### src/hdl/tmpf_pkg.sv
package tmpf_pkg;

  localparam int DEF_PIXELS = 64;
  localparam int DEF_FRAMES = 8;
  localparam int SAMPLE_W   = 16;

  typedef struct packed {
    logic start;
    logic issue;
    logic finish;
  } cmd_t;

  typedef struct packed {
    logic out_free;
  } sts_t;

endpackage

### src/hdl/tmpf_ctrl.sv
module tmpf_ctrl import tmpf_pkg::*; #(
  parameter int FRAMES = DEF_FRAMES
) (
  input  logic clk,
  input  logic rst,
  input  logic in_valid,
  output logic in_ready,
  output cmd_t cmd,
  input  sts_t sts
);

  localparam int KW = (FRAMES > 1) ? $clog2(FRAMES) : 1;

  localparam logic [1:0] S_IDLE   = 2'd0;
  localparam logic [1:0] S_READ   = 2'd1;
  localparam logic [1:0] S_WAIT   = 2'd2;
  localparam logic [1:0] S_FINISH = 2'd3;

  logic [1:0]    state;
  logic [1:0]    state_next;
  logic [KW-1:0] k;
  logic [KW-1:0] k_next;

  assign in_ready = (state == S_IDLE);

  always_comb begin
    cmd        = '0;
    state_next = state;
    k_next     = k;
    unique case (state)
      S_IDLE: begin
        if (in_valid) begin
          cmd.start  = 1'b1;
          state_next = S_READ;
          k_next     = '0;
        end
      end
      S_READ: begin
        cmd.issue = 1'b1;
        if (k == KW'(FRAMES - 1)) begin
          state_next = S_WAIT;
        end else begin
          k_next = k + 1'b1;
        end
      end
      S_WAIT: begin
        state_next = S_FINISH;
      end
      S_FINISH: begin
        if (sts.out_free) begin
          cmd.finish = 1'b1;
          state_next = S_IDLE;
        end
      end
      default: begin
        state_next = S_IDLE;
      end
    endcase
  end

  always_ff @(posedge clk) begin
    if (rst) begin
      state <= S_IDLE;
      k     <= '0;
    end else begin
      state <= state_next;
      k     <= k_next;
    end
  end

  a_start_reads: assert property (@(posedge clk) disable iff (rst)
    cmd.start |=> state == S_READ && k == '0)
    else $error("read sequence did not begin after transaction");

  a_finish_free: assert property (@(posedge clk) disable iff (rst)
    cmd.finish |-> sts.out_free)
    else $error("result loaded into occupied output register");

  a_finish_after_wait: assert property (@(posedge clk) disable iff (rst)
    cmd.finish |-> $past(state) == S_WAIT || $past(state) == S_FINISH)
    else $error("result loaded before all reads were sorted");

endmodule

### config.mk
export PLATFORM = sky130hd
export DESIGN_NAME = tmpf_ctrl
export DESIGN_NICKNAME = d
export VERILOG_FILES = /design/src/hdl/tmpf_pkg.sv /design/src/hdl/tmpf_ctrl.sv
export SDC_FILE = /design/constraint.sdc
export NUM_CORES = 1
export LEC_CHECK = 0
export ABC_AREA = 1
export BUFFER_PORTS_ARGS = -buffer_cell sky130_fd_sc_hd__buf_2
export CORE_AREA = 2 2 39 41
export CTS_BUF_LIST = sky130_fd_sc_hd__clkbuf_8 sky130_fd_sc_hd__clkbuf_16
export DETAILED_ROUTE_END_ITERATION = 16
export DIE_AREA = 0 0 41 43
export PLACE_DENSITY = 0.45
export SETUP_SLACK_MARGIN = 0.15
export SKIP_CTS_REPAIR_TIMING = 1
export SLEW_MARGIN = 15
export SYNTH_ARGS = -nofsm -noshare
export SYNTH_HDL_FRONTEND = slang
export SYNTH_SLANG_ARGS = --single-unit
### constraint.sdc
create_clock -name clk -period 1.47 [get_ports clk]
set_clock_uncertainty 0.2 [all_clocks]
set_input_delay 0.2205 -clock clk [delete_from_list [all_inputs] [get_ports clk]]
set_output_delay 0.2205 -clock clk [all_outputs]
set_load 0.02 [all_outputs]
Word level (Yosys, flattened, before mapping)

Index checks and enable logic that the tools add are counted.

Flip-flop bits (word level): 5
Output and inout port bits: 4
Input port bits: 4

Eq/ne operators: 8
Add/sub/neg operators: 1
Reductions and logical operators: 4
Mux-type cells: 12

Operator list:

| operator              | count |
|---|---|
| $ne A2 B2 Y1 const B  | 4 |
| $pmux W2 S4           | 1 |
| $mux W2               | 3 |
| $mux W3               | 2 |
| $pmux W3 S2           | 1 |
| $reduce_and A3 Y1     | 2 |
| $mux W1               | 5 |
| $eq A2 B2 Y1 const B  | 2 |
| $add A3 B1 Y3 const B | 1 |
| $eq A3 B3 Y1 const B  | 1 |
| $eq A2 B1 Y1 const B  | 1 |
| $logic_not A2 Y1      | 1 |
| $reduce_bool A2 Y1    | 1 |

Longest topological paths before layout

Gate-level depths: netlist of the first run.

Depth after elaboration: 3
Mapped depth: 9

Worst setup path after synthesis of the first run

OpenSTA, ideal clock, no wires.

Path type: reg-to-reg
Start point: reg state[0]
End point: reg state[0]
Setup time: 113 ps
Data arrival time: 1167 ps
Cell stages (with the launch flop): 6
Path slack: -10 ps
Path through: dfxtp_1 -> inv_1 -> ha_1 -> or2_2 -> nor2_1 -> nor2_1

Cells in the longest elaborated chain, start to end: 3
Elaborated cells on any way between the ends: 9
Classes of those cells: eq/ne: 6; mux: 1; reduce/logical: 2

RTL lines:

| item                        | line            | text |
|---|---|---|
| start, declared             | tmpf_ctrl.sv:19 | `logic [1:0] state;` |
| start signal, assigned      | tmpf_ctrl.sv:66 | `state <= state_next;` |
| $logic_not A2 Y1 (*)        | n/a             |  |
| via in_ready                | tmpf_ctrl.sv:7  | `output logic in_ready,` |
| $ne A2 B2 Y1 (no line)      | n/a             |  |
| $reduce_and A3 Y1 (no line) | n/a             |  |

The timed path passes the listed nets; every way through them passes the cells marked *.
A chain may end at the register's enable or synchronous reset.

==> results of run 1 <==
layout make-up:
cell class / count / share of cell area (%)
Inverter: 14 / 10.1
Timing Repair Buffer: 8 / 9.26
Sequential cell: 5 / 18.5
Clock inverter: 1 / 0.632
Clock buffer: 3 / 6.95
Tap cell: 16 / 3.37
Multi-Input combinational cell: 39 / 51.2
registers in the layout (all words and copies together), names as in the netlist:
signal / cells
k: 3
state: 2
cell usage in the layout, fill, tap and decap left out, drive strengths merged:
| cell type | synthesis | routed |
|---|---|---|
| ha | 6 | 6 |
| nand2 | 20 | 20 |
| clkbuf | 0 | 3 |
| dfxtp | 5 | 5 |
| buf | 0 | 8 |
| nand3 | 4 | 4 |
| inv | 14 | 15 |
| or2 | 1 | 1 |
| nor2 | 8 | 8 |
logic make-up after synthesis:
family | Yosys count
buffers and inverters | 14
DFF | 5
adders and majority gates | 6
and+or+nand+nor | 33
power by group:
part           switching [W]  total, W  internal (W)
Combinational       0.000484  0.000876      0.000392
Sequential         0.0000783  0.000301      0.000222
Clock              0.0000693  0.000248      0.000179
Total               0.000631   0.00142      0.000794
critical path: cells and delay by family, from the launching register on:
| family | cells | cell delay [ns] |
|---|---|---|
| and+or+nand+nor | 1 | 0.06 |
| buffers and inverters | 2 | 0.17 |
| adders and majority gates | 1 | 0.21 |
| DFF | 1 | 0.36 |
worst max-delay path by stage:
stage               startpoint  endpoint  slack, ns
floorplan             state[1]  state[0]        0.1
global placement      state[1]  state[0]       0.05
detailed placement    state[1]  state[0]       0.05
CTS                   state[1]    cmd[2]      -0.08
global route          state[1]    cmd[2]     -0.005
finish                state[0]    cmd[0]       0.04
metal layers:
metal | vias up | global-route usage, % | wire length [um] | part of all wire, %
met3 | 4 | 3.14 | 28 | 4.0
met5 | - | 0 | 0 | 0
met1 | 142 | 13.0 | 375 | 54
met4 | 0 | 10.0 | 20 | 2.9
li1 | 191 | - | - | -
met2 | 7 | 12.5 | 276 | 39
per-stage QoR:
stage	hold WS, ns	setup TNS [ns]	instances	utilization (%)	worst slack [ns]
2_1_floorplan	0.204	0	58	-	0.0963
3_3_place_gp	0.310	0	81	33.3	0.0459
3_5_place_dp	0.320	0	81	33.3	0.0474
4_1_cts	0.0945	-0.113	85	36.5	-0.0834
5_1_grt	0.137	-0.00710	86	42.9	-0.00506
6_report	0.0863	0	86	42.9	0.0362
==> impl_metrics.json, run 1 <==
{
  "status": "complete, no violations",
  "synth-simple-area-share_pct": 38.3,
  "slowest_delay_ns": 0.36,
  "ys_top_cells_by_area": "dfxtp_1, ha_1, nand2_1, inv_1, nor2_1",
  "synth.most_common_cell": "nand2_1",
  "ys_seq_area_share_pct": 27.1,
  "slew_viol_final": 0,
  "slew_headroom_pct": 89.4,
  "worstHoldStart": "rst",
  "drc": 0,
  "power.leakage_nw": 0.309,
  "synth_warnings": 0,
  "path_class": "reg -> out",
  "synthXorXnorAreaFrac_pct": 0,
  "power_w": 0.00142,
  "ys_seq_elements": 5,
  "htreeDepth": 1,
  "clock-sinks": 5,
  "insertion_delay_ns": 0.22,
  "wl_per_cell_um": 8.14,
  "drtIter0Drc": 2,
  "layout-area-overhead-vs-synth_pct": 61.0,
  "ioPinCount": 8,
  "multiInputGateArea_um2": 304,
  "ir_drop_uv": 963,
  "overflow": 0,
  "r2r_cells": 8,
  "synth.cell_area_um2": 369,
  "setup_viol_count_final": 0,
  "rsz0062_at_grt": "yes",
  "holdPathEnd": "state[0]",
  "synth_common_cells": "nand2_1, inv_1, nor2_1",
  "start_util_pct": 26.7,
  "via_per_inst": 4.00,
  "synth_edf_count": 0,
  "gp_congestion": 0.670,
  "r2r_slack_ns": 0.14,
  "fmax_mhz": 697,
  "holdCritPathClass": "in -> reg",
  "async_flop_share_pct": 0,
  "clock_path_buffers": 2,
  "start_kind": "flop",
  "clk_pin_slew_worst_paths_ns": 0.04,
  "post-synth-top-area-fraction_pct": 27.1,
  "place_hpwl_um": 527,
  "drt-pass1-iter-count": 3,
  "layout.nets": 81,
  "synth_top_family_by_area": "simple AND/OR/NAND/NOR gates",
  "syn_nets": 68,
  "synth_top_cell_by_area": "dfxtp_1",
  "placed_area_um2": 460,
  "num_vias": 344,
  "fin_crit_ns": 1.43,
  "timing.rr.start": "k[1]",
  "required_ns": 1.05,
  "antenna_found_initial": 0,
  "grt_usage_pct": 10.2,
  "yosysUniqueCellTypes": 8,
  "ys.flop_type": "dfxtp_1",
  "fin_crit_sh_pct": 97.5,
  "numCtsBuffers": 3,
  "cts_tree": "yes",
  "diodes": 0,
  "grt_pass1_wl_mm": 1.17,
  "hold_viol": 0,
  "r2r-end": "k[0]",
  "cp-end-kind": "primary output",
  "holdPathStages": 4,
  "drive_above_1_share_pct": 47.1,
  "worst_pin_slew_ns": 0.159,
  "routed_wirelength_um": 700,
  "worst_path_max_delay_cell": "dfxtp_4",
  "seq_area_um2": 110,
  "critPathArrivalTime_ns": 1.01,
  "drv_cap": 0,
  "die_y_um": 43,
  "ant_nets": 0,
  "synth-compound-area-share_pct": 0,
  "core_um2": 1380,
  "fillers": 142,
  "grt_max_degree": 7,
  "rows": 14,
  "die_w_um": 41,
  "path_cells": "ha_1 > nand2_1 > inv_1 > buf_2",
  "critPathMaxFanout": 3,
  "grt_pass1_vias": 322,
  "die_area_um2": 1760,
  "root_buffer": "clkbuf_8",
  "io_buffers": 7,
  "fin_area_um2": 594,
  "powerDensity_nw_per_um2": 2400,
  "syn_inst": 58,
  "synth_mux_area_share_pct": 0,
  "yosys.area_share.adder_pct": 20.3,
  "avgSynthCellArea_um2": 6.36
}
No activity file was read; power rests on OpenSTA's default activity.
==> inputs of run 2 (changes only) <==
--- a/config.mk
+++ b/config.mk
@@ -6,12 +6,12 @@
 export NUM_CORES = 1
 export LEC_CHECK = 0
 export ABC_AREA = 1
-export BUFFER_PORTS_ARGS = -buffer_cell sky130_fd_sc_hd__buf_2
 export CORE_AREA = 2 2 39 41
 export CTS_BUF_LIST = sky130_fd_sc_hd__clkbuf_8 sky130_fd_sc_hd__clkbuf_16
 export DETAILED_ROUTE_END_ITERATION = 16
 export DIE_AREA = 0 0 41 43
-export PLACE_DENSITY = 0.45
+export DONT_BUFFER_PORTS = 1
+export PLACE_DENSITY = 0.4
 export SETUP_SLACK_MARGIN = 0.15
 export SKIP_CTS_REPAIR_TIMING = 1
 export SLEW_MARGIN = 15
==> impl_metrics.json, run 2 (same netlist as run 1, synthesis figures left out) <==
{
  "status": "complete, no violations",
  "clk_pin_slew_worst_paths_ns": 0.04,
  "ant_nets": 0,
  "dp_cells": 76,
  "setup_tns_ns": 0,
  "top_regs": "k x3, state x2",
  "place_hpwl_um": 550,
  "grt_usage_pct": 11.6,
  "slew_headroom_pct": 89.7,
  "power_w": 0.00141,
  "path_class": "reg -> out",
  "diodes": 0,
  "pwr-share-comb_pct": 61.7,
  "p_seq_share_pct": 20.8,
  "layout_commonest_cell": "nand2_1",
  "clock-sinks": 5,
  "largest_reg_flops": 3,
  "ioPinCount": 8,
  "cp-end-kind": "primary output",
  "htreeDepth": 1,
  "slew_viol_final": 0,
  "holdCritPathClass": "in -> reg",
  "drc": 0,
  "drtIter0Drc": 2,
  "p_int_w": 0.000768,
  "hold_viol": 0,
  "start_kind": "flop",
  "worst_pin_slew_ns": 0.154,
  "die_y_um": 43,
  "drive_above_1_share_pct": 46.9,
  "worst_path_max_delay_cell": "dfxtp_2",
  "path_cells": "inv_4 > ha_4 > buf_4",
  "grt_pass1_vias": 341,
  "drt-pass1-iter-count": 2,
  "switching_share_pct": 45.7,
  "post-place-ws_ns": 0.0398,
  "worst_slack_ns": 0.0746,
  "numCtsBuffers": 3,
  "powerDensity_nw_per_um2": 2520,
  "critPathMaxFanout": 5,
  "fillers": 150,
  "rsz0062_at_grt": "yes",
  "ir_drop_uv": 845,
  "cts_tree": "yes",
  "grt_pass1_wl_mm": 1.38,
  "overflow": 0,
  "antenna_found_initial": 0,
  "final_cell_mix": "nand2_1, inv_1, nor2_1",
  "wl_per_cell_um": 8.85,
  "grt_max_degree": 7,
  "io_buffers": 0,
  "path_buf_inv": 2,
  "power.leakage_nw": 0.279,
  "whs_ns": 0.00993,
  "insertion_delay_ns": 0.22,
  "core_um2": 1380,
  "fmax_mhz": 717,
  "critPathArrivalTime_ns": 0.97,
  "num_vias": 320,
  "routed_wirelength_um": 708,
  "clock_path_buffers": 2,
  "drv_cap": 0,
  "largest_register": "k",
  "clockPowerShare_pct": 17.5,
  "via_per_inst": 4.00,
  "fin_crit_sh_pct": 94.9,
  "gp_congestion": 0.617,
  "die_area_um2": 1760,
  "die_w_um": 41,
  "rows": 14,
  "root_buffer": "clkbuf_8",
  "slowest_delay_ns": 0.36,
  "layout-area-overhead-vs-synth_pct": 52.2,
  "power.switching_w": 0.000647,
  "start_util_pct": 26.7,
  "fin_cells": 80,
  "layout.nets": 75,
  "cp_top_family": "flip-flops",
  "setup_viol_count_final": 0,
  "required_ns": 1.05,
  "fin_crit_ns": 1.40
}
==> run 2: through the flow <==
| stage | util, % | cell area, um2 |
|---|---|---|
| floorplan | - | 405 |
| global placement | 31.8 | 440 |
| detailed placement | 31.8 | 440 |
| CTS | 35.1 | 485 |
| global route | 40.6 | 562 |
| finish | 40.6 | 562 |
==> run 2: final timing paths <==
path | start | endpoint | slack [ns] | cells after the start
setup / recovery | state[1] | in_ready | 0.07 | 3
hold reg to reg | k[1] | k[1] | 0.33 | 4
setup reg to reg | state[1] | state[0] | 0.13 | 5
hold / removal | rst | state[0] | 0.01 | 3
==> run 2: power by group through the flow <==
stage	clock network [W]	logic (W)	registers, W
after detailed placement	0	0.000703	0.000256
after global placement	0	0.000699	0.000257
after CTS	0.000255	0.000706	0.000254
final	0.000247	0.000873	0.000295
after global routing	0.000266	0.00102	0.000304
after floorplan	0	0.000575	0.000244
==> run 2: routing by layer <==
metal / wire length (um) / part of all wire (%) / GRT usage [%] / vias up
li1: - / - / - / 183
met1: 376 / 53 / 16.8 / 132
met2: 312 / 44 / 14.1 / 5
met3: 18 / 2.5 / 3.14 / 0
met4: 0 / 0 / 8.00 / 0
met5: 0 / 0 / 0 / -
==> run 2: cell type report <==
class                           count  area, um2  share of cell area, %
Inverter                           14       62.6                   11.1
Sequential cell                     5        108                   19.2
Clock buffer                        3       41.3                   7.35
Multi-Input combinational cell     39        312                   55.5
Clock inverter                      1       3.75                  0.668
Tap cell                           16       20.0                   3.56
Timing Repair Buffer                2       15.0                   2.67
==> run 2: tightest hold or removal path: stages <==
cell	delay, ns
inv_1	0.07
nand2_1	0.08
nor2_1	0.03
==> inputs of run 3 (changes only) <==
--- a/config.mk
+++ b/config.mk
@@ -11,7 +11,7 @@
 export DETAILED_ROUTE_END_ITERATION = 16
 export DIE_AREA = 0 0 41 43
 export DONT_BUFFER_PORTS = 1
-export PLACE_DENSITY = 0.4
+export PLACE_DENSITY = 0.38
 export SETUP_SLACK_MARGIN = 0.15
 export SKIP_CTS_REPAIR_TIMING = 1
 export SLEW_MARGIN = 15
==> constraint.sdc (replaced) <==
create_clock -name clk -period 1.8 [get_ports clk]
set_clock_uncertainty 0.2 [all_clocks]
set_input_delay 0.27 -clock clk [delete_from_list [all_inputs] [get_ports clk]]
set_output_delay 0.27 -clock clk [all_outputs]
set_load 0.02 [all_outputs]
==> impl_metrics.json, run 3 (same netlist as run 1, synthesis figures left out) <==
{
  "clk_pin_slew_worst_paths_ns": 0.03,
  "gp_congestion": 0.710,
  "fillers": 156,
  "layout.nets": 75,
  "core_um2": 1380,
  "grt_pass1_wl_mm": 1.08,
  "grt_usage_pct": 9.15,
  "cp_top_family": "flip-flops",
  "insertion_delay_ns": 0.22,
  "fin_area_um2": 454,
  "power.leakage_nw": 0.267,
  "via_per_inst": 3.89,
  "status": "complete, no violations",
  "largest_reg_flops": 3,
  "placed_area_um2": 404,
  "critPathMaxFanout": 6,
  "worst_path_max_delay_cell": "dfxtp_1",
  "ioPinCount": 8,
  "worst_pin_slew_ns": 0.181,
  "die_area_um2": 1760,
  "largest_register": "k",
  "rsz0062_at_grt": "no",
  "num_vias": 311,
  "diodes": 0,
  "layout_commonest_cell": "nand2_1",
  "worst_slack_ns": 0.276,
  "antenna_found_initial": 0,
  "fin_cells": 80,
  "drc": 0,
  "overflow": 0,
  "path_cells": "inv_1 > ha_2 > buf_4",
  "top_regs": "k x3, state x2",
  "final_cell_mix": "nand2_1, inv_1, nor2_1",
  "start_kind": "flop",
  "slew_headroom_pct": 87.9,
  "place_hpwl_um": 527,
  "drt-pass1-iter-count": 3,
  "wl_per_cell_um": 7.79,
  "drive_above_1_share_pct": 20.3,
  "hold_viol": 0,
  "powerDensity_nw_per_um2": 1990,
  "routed_wirelength_um": 623,
  "io_buffers": 0,
  "die_w_um": 41,
  "fmax_mhz": 656,
  "layout-area-overhead-vs-synth_pct": 23.1,
  "fin_crit_sh_pct": 84.7,
  "slew_viol_final": 0,
  "critPathArrivalTime_ns": 1.05,
  "start_util_pct": 26.7,
  "root_buffer": "clkbuf_8",
  "cp-end-kind": "primary output",
  "grt_max_degree": 7,
  "numCtsBuffers": 3,
  "required_ns": 1.33,
  "post-place-ws_ns": 0.308,
  "htreeDepth": 1,
  "cts_tree": "yes",
  "setup_viol_count_final": 0,
  "drtIter0Drc": 8,
  "holdCritPathClass": "in -> reg",
  "ant_nets": 0,
  "grt_pass1_vias": 287,
  "die_y_um": 43,
  "clock-sinks": 5,
  "slowest_delay_ns": 0.32,
  "fin_crit_ns": 1.52,
  "rows": 14,
  "dp_cells": 76,
  "power_w": 0.000905,
  "path_buf_inv": 2,
  "drv_cap": 0,
  "ir_drop_uv": 651,
  "clock_path_buffers": 2,
  "path_class": "reg -> out",
  "setup_tns_ns": 0
}
[run 3: changes by cell type in the layout (fill, tap and decap cells not counted), moves of 2 or more]
cell,delta
dfxtp_2,-3
inv_4,-4
nand2_1,+3
nor2_1,+2
ha_2,+2
ha_4,-4
nor2_2,-2
dfxtp_1,+4
nand2_4,-4
inv_1,+5
ha_1,+2
[run 3: path summary, 6_finish.rpt]
| path | startpoint | endpoint | slack [ns] | cells past startpoint |
|---|---|---|---|---|
| worst max-delay path | state[1] | cmd[1] | 0.28 | 3 |
| worst min-delay path | rst | state[1] | 0.07 | 3 |
| worst max register to register | k[0] | state[1] | 0.38 | 8 |
| worst min register to register | k[2] | k[2] | 0.32 | 4 |
[run 3: layer usage]
metal / part of all wire [%] / track usage [%] / up-vias
met5: 0 / 0 / -
met4: 0 / 4.00 / 0
met3: 4.0 / 4.71 / 0
met2: 49 / 13.4 / 4
met1: 46 / 10.6 / 129
li1: - / - / 178
[run 3: layout make-up]
class | count | area, um2 | share of cell area [%]
inverters | 14 | 52.6 | 11.6
clock inverters | 1 | 3.75 | 0.826
flip-flops and latches | 5 | 100 | 22.0
well taps | 16 | 20.0 | 4.41
clock buffers | 3 | 41.3 | 9.09
repair buffers | 2 | 15.0 | 3.31
multi-input cells | 39 | 221 | 48.8
[run 3: worst min-delay path: cells and delay by family]
kind                   cells  cell delay, ns
AND/OR/NAND/NOR            2            0.11
buffers and inverters      1            0.07
[run 3: per-stage QoR]
step | utilization [%] | hold WS, ns
after floorplan | - | 0.261
after global placement | 29.2 | 0.303
after detailed placement | 29.2 | 0.302
after CTS | 32.5 | 0.0743
after global routing | 32.8 | 0.0875
final | 32.8 | 0.0737
[run 3: power breakdown]
group	switching, W	leakage [nW]	total (W)	internal [W]
Clock	0.0000480	0.0269	0.000194	0.000146
Sequential	0.0000364	0.0413	0.000200	0.000164
Combinational	0.000313	0.199	0.000512	0.000199
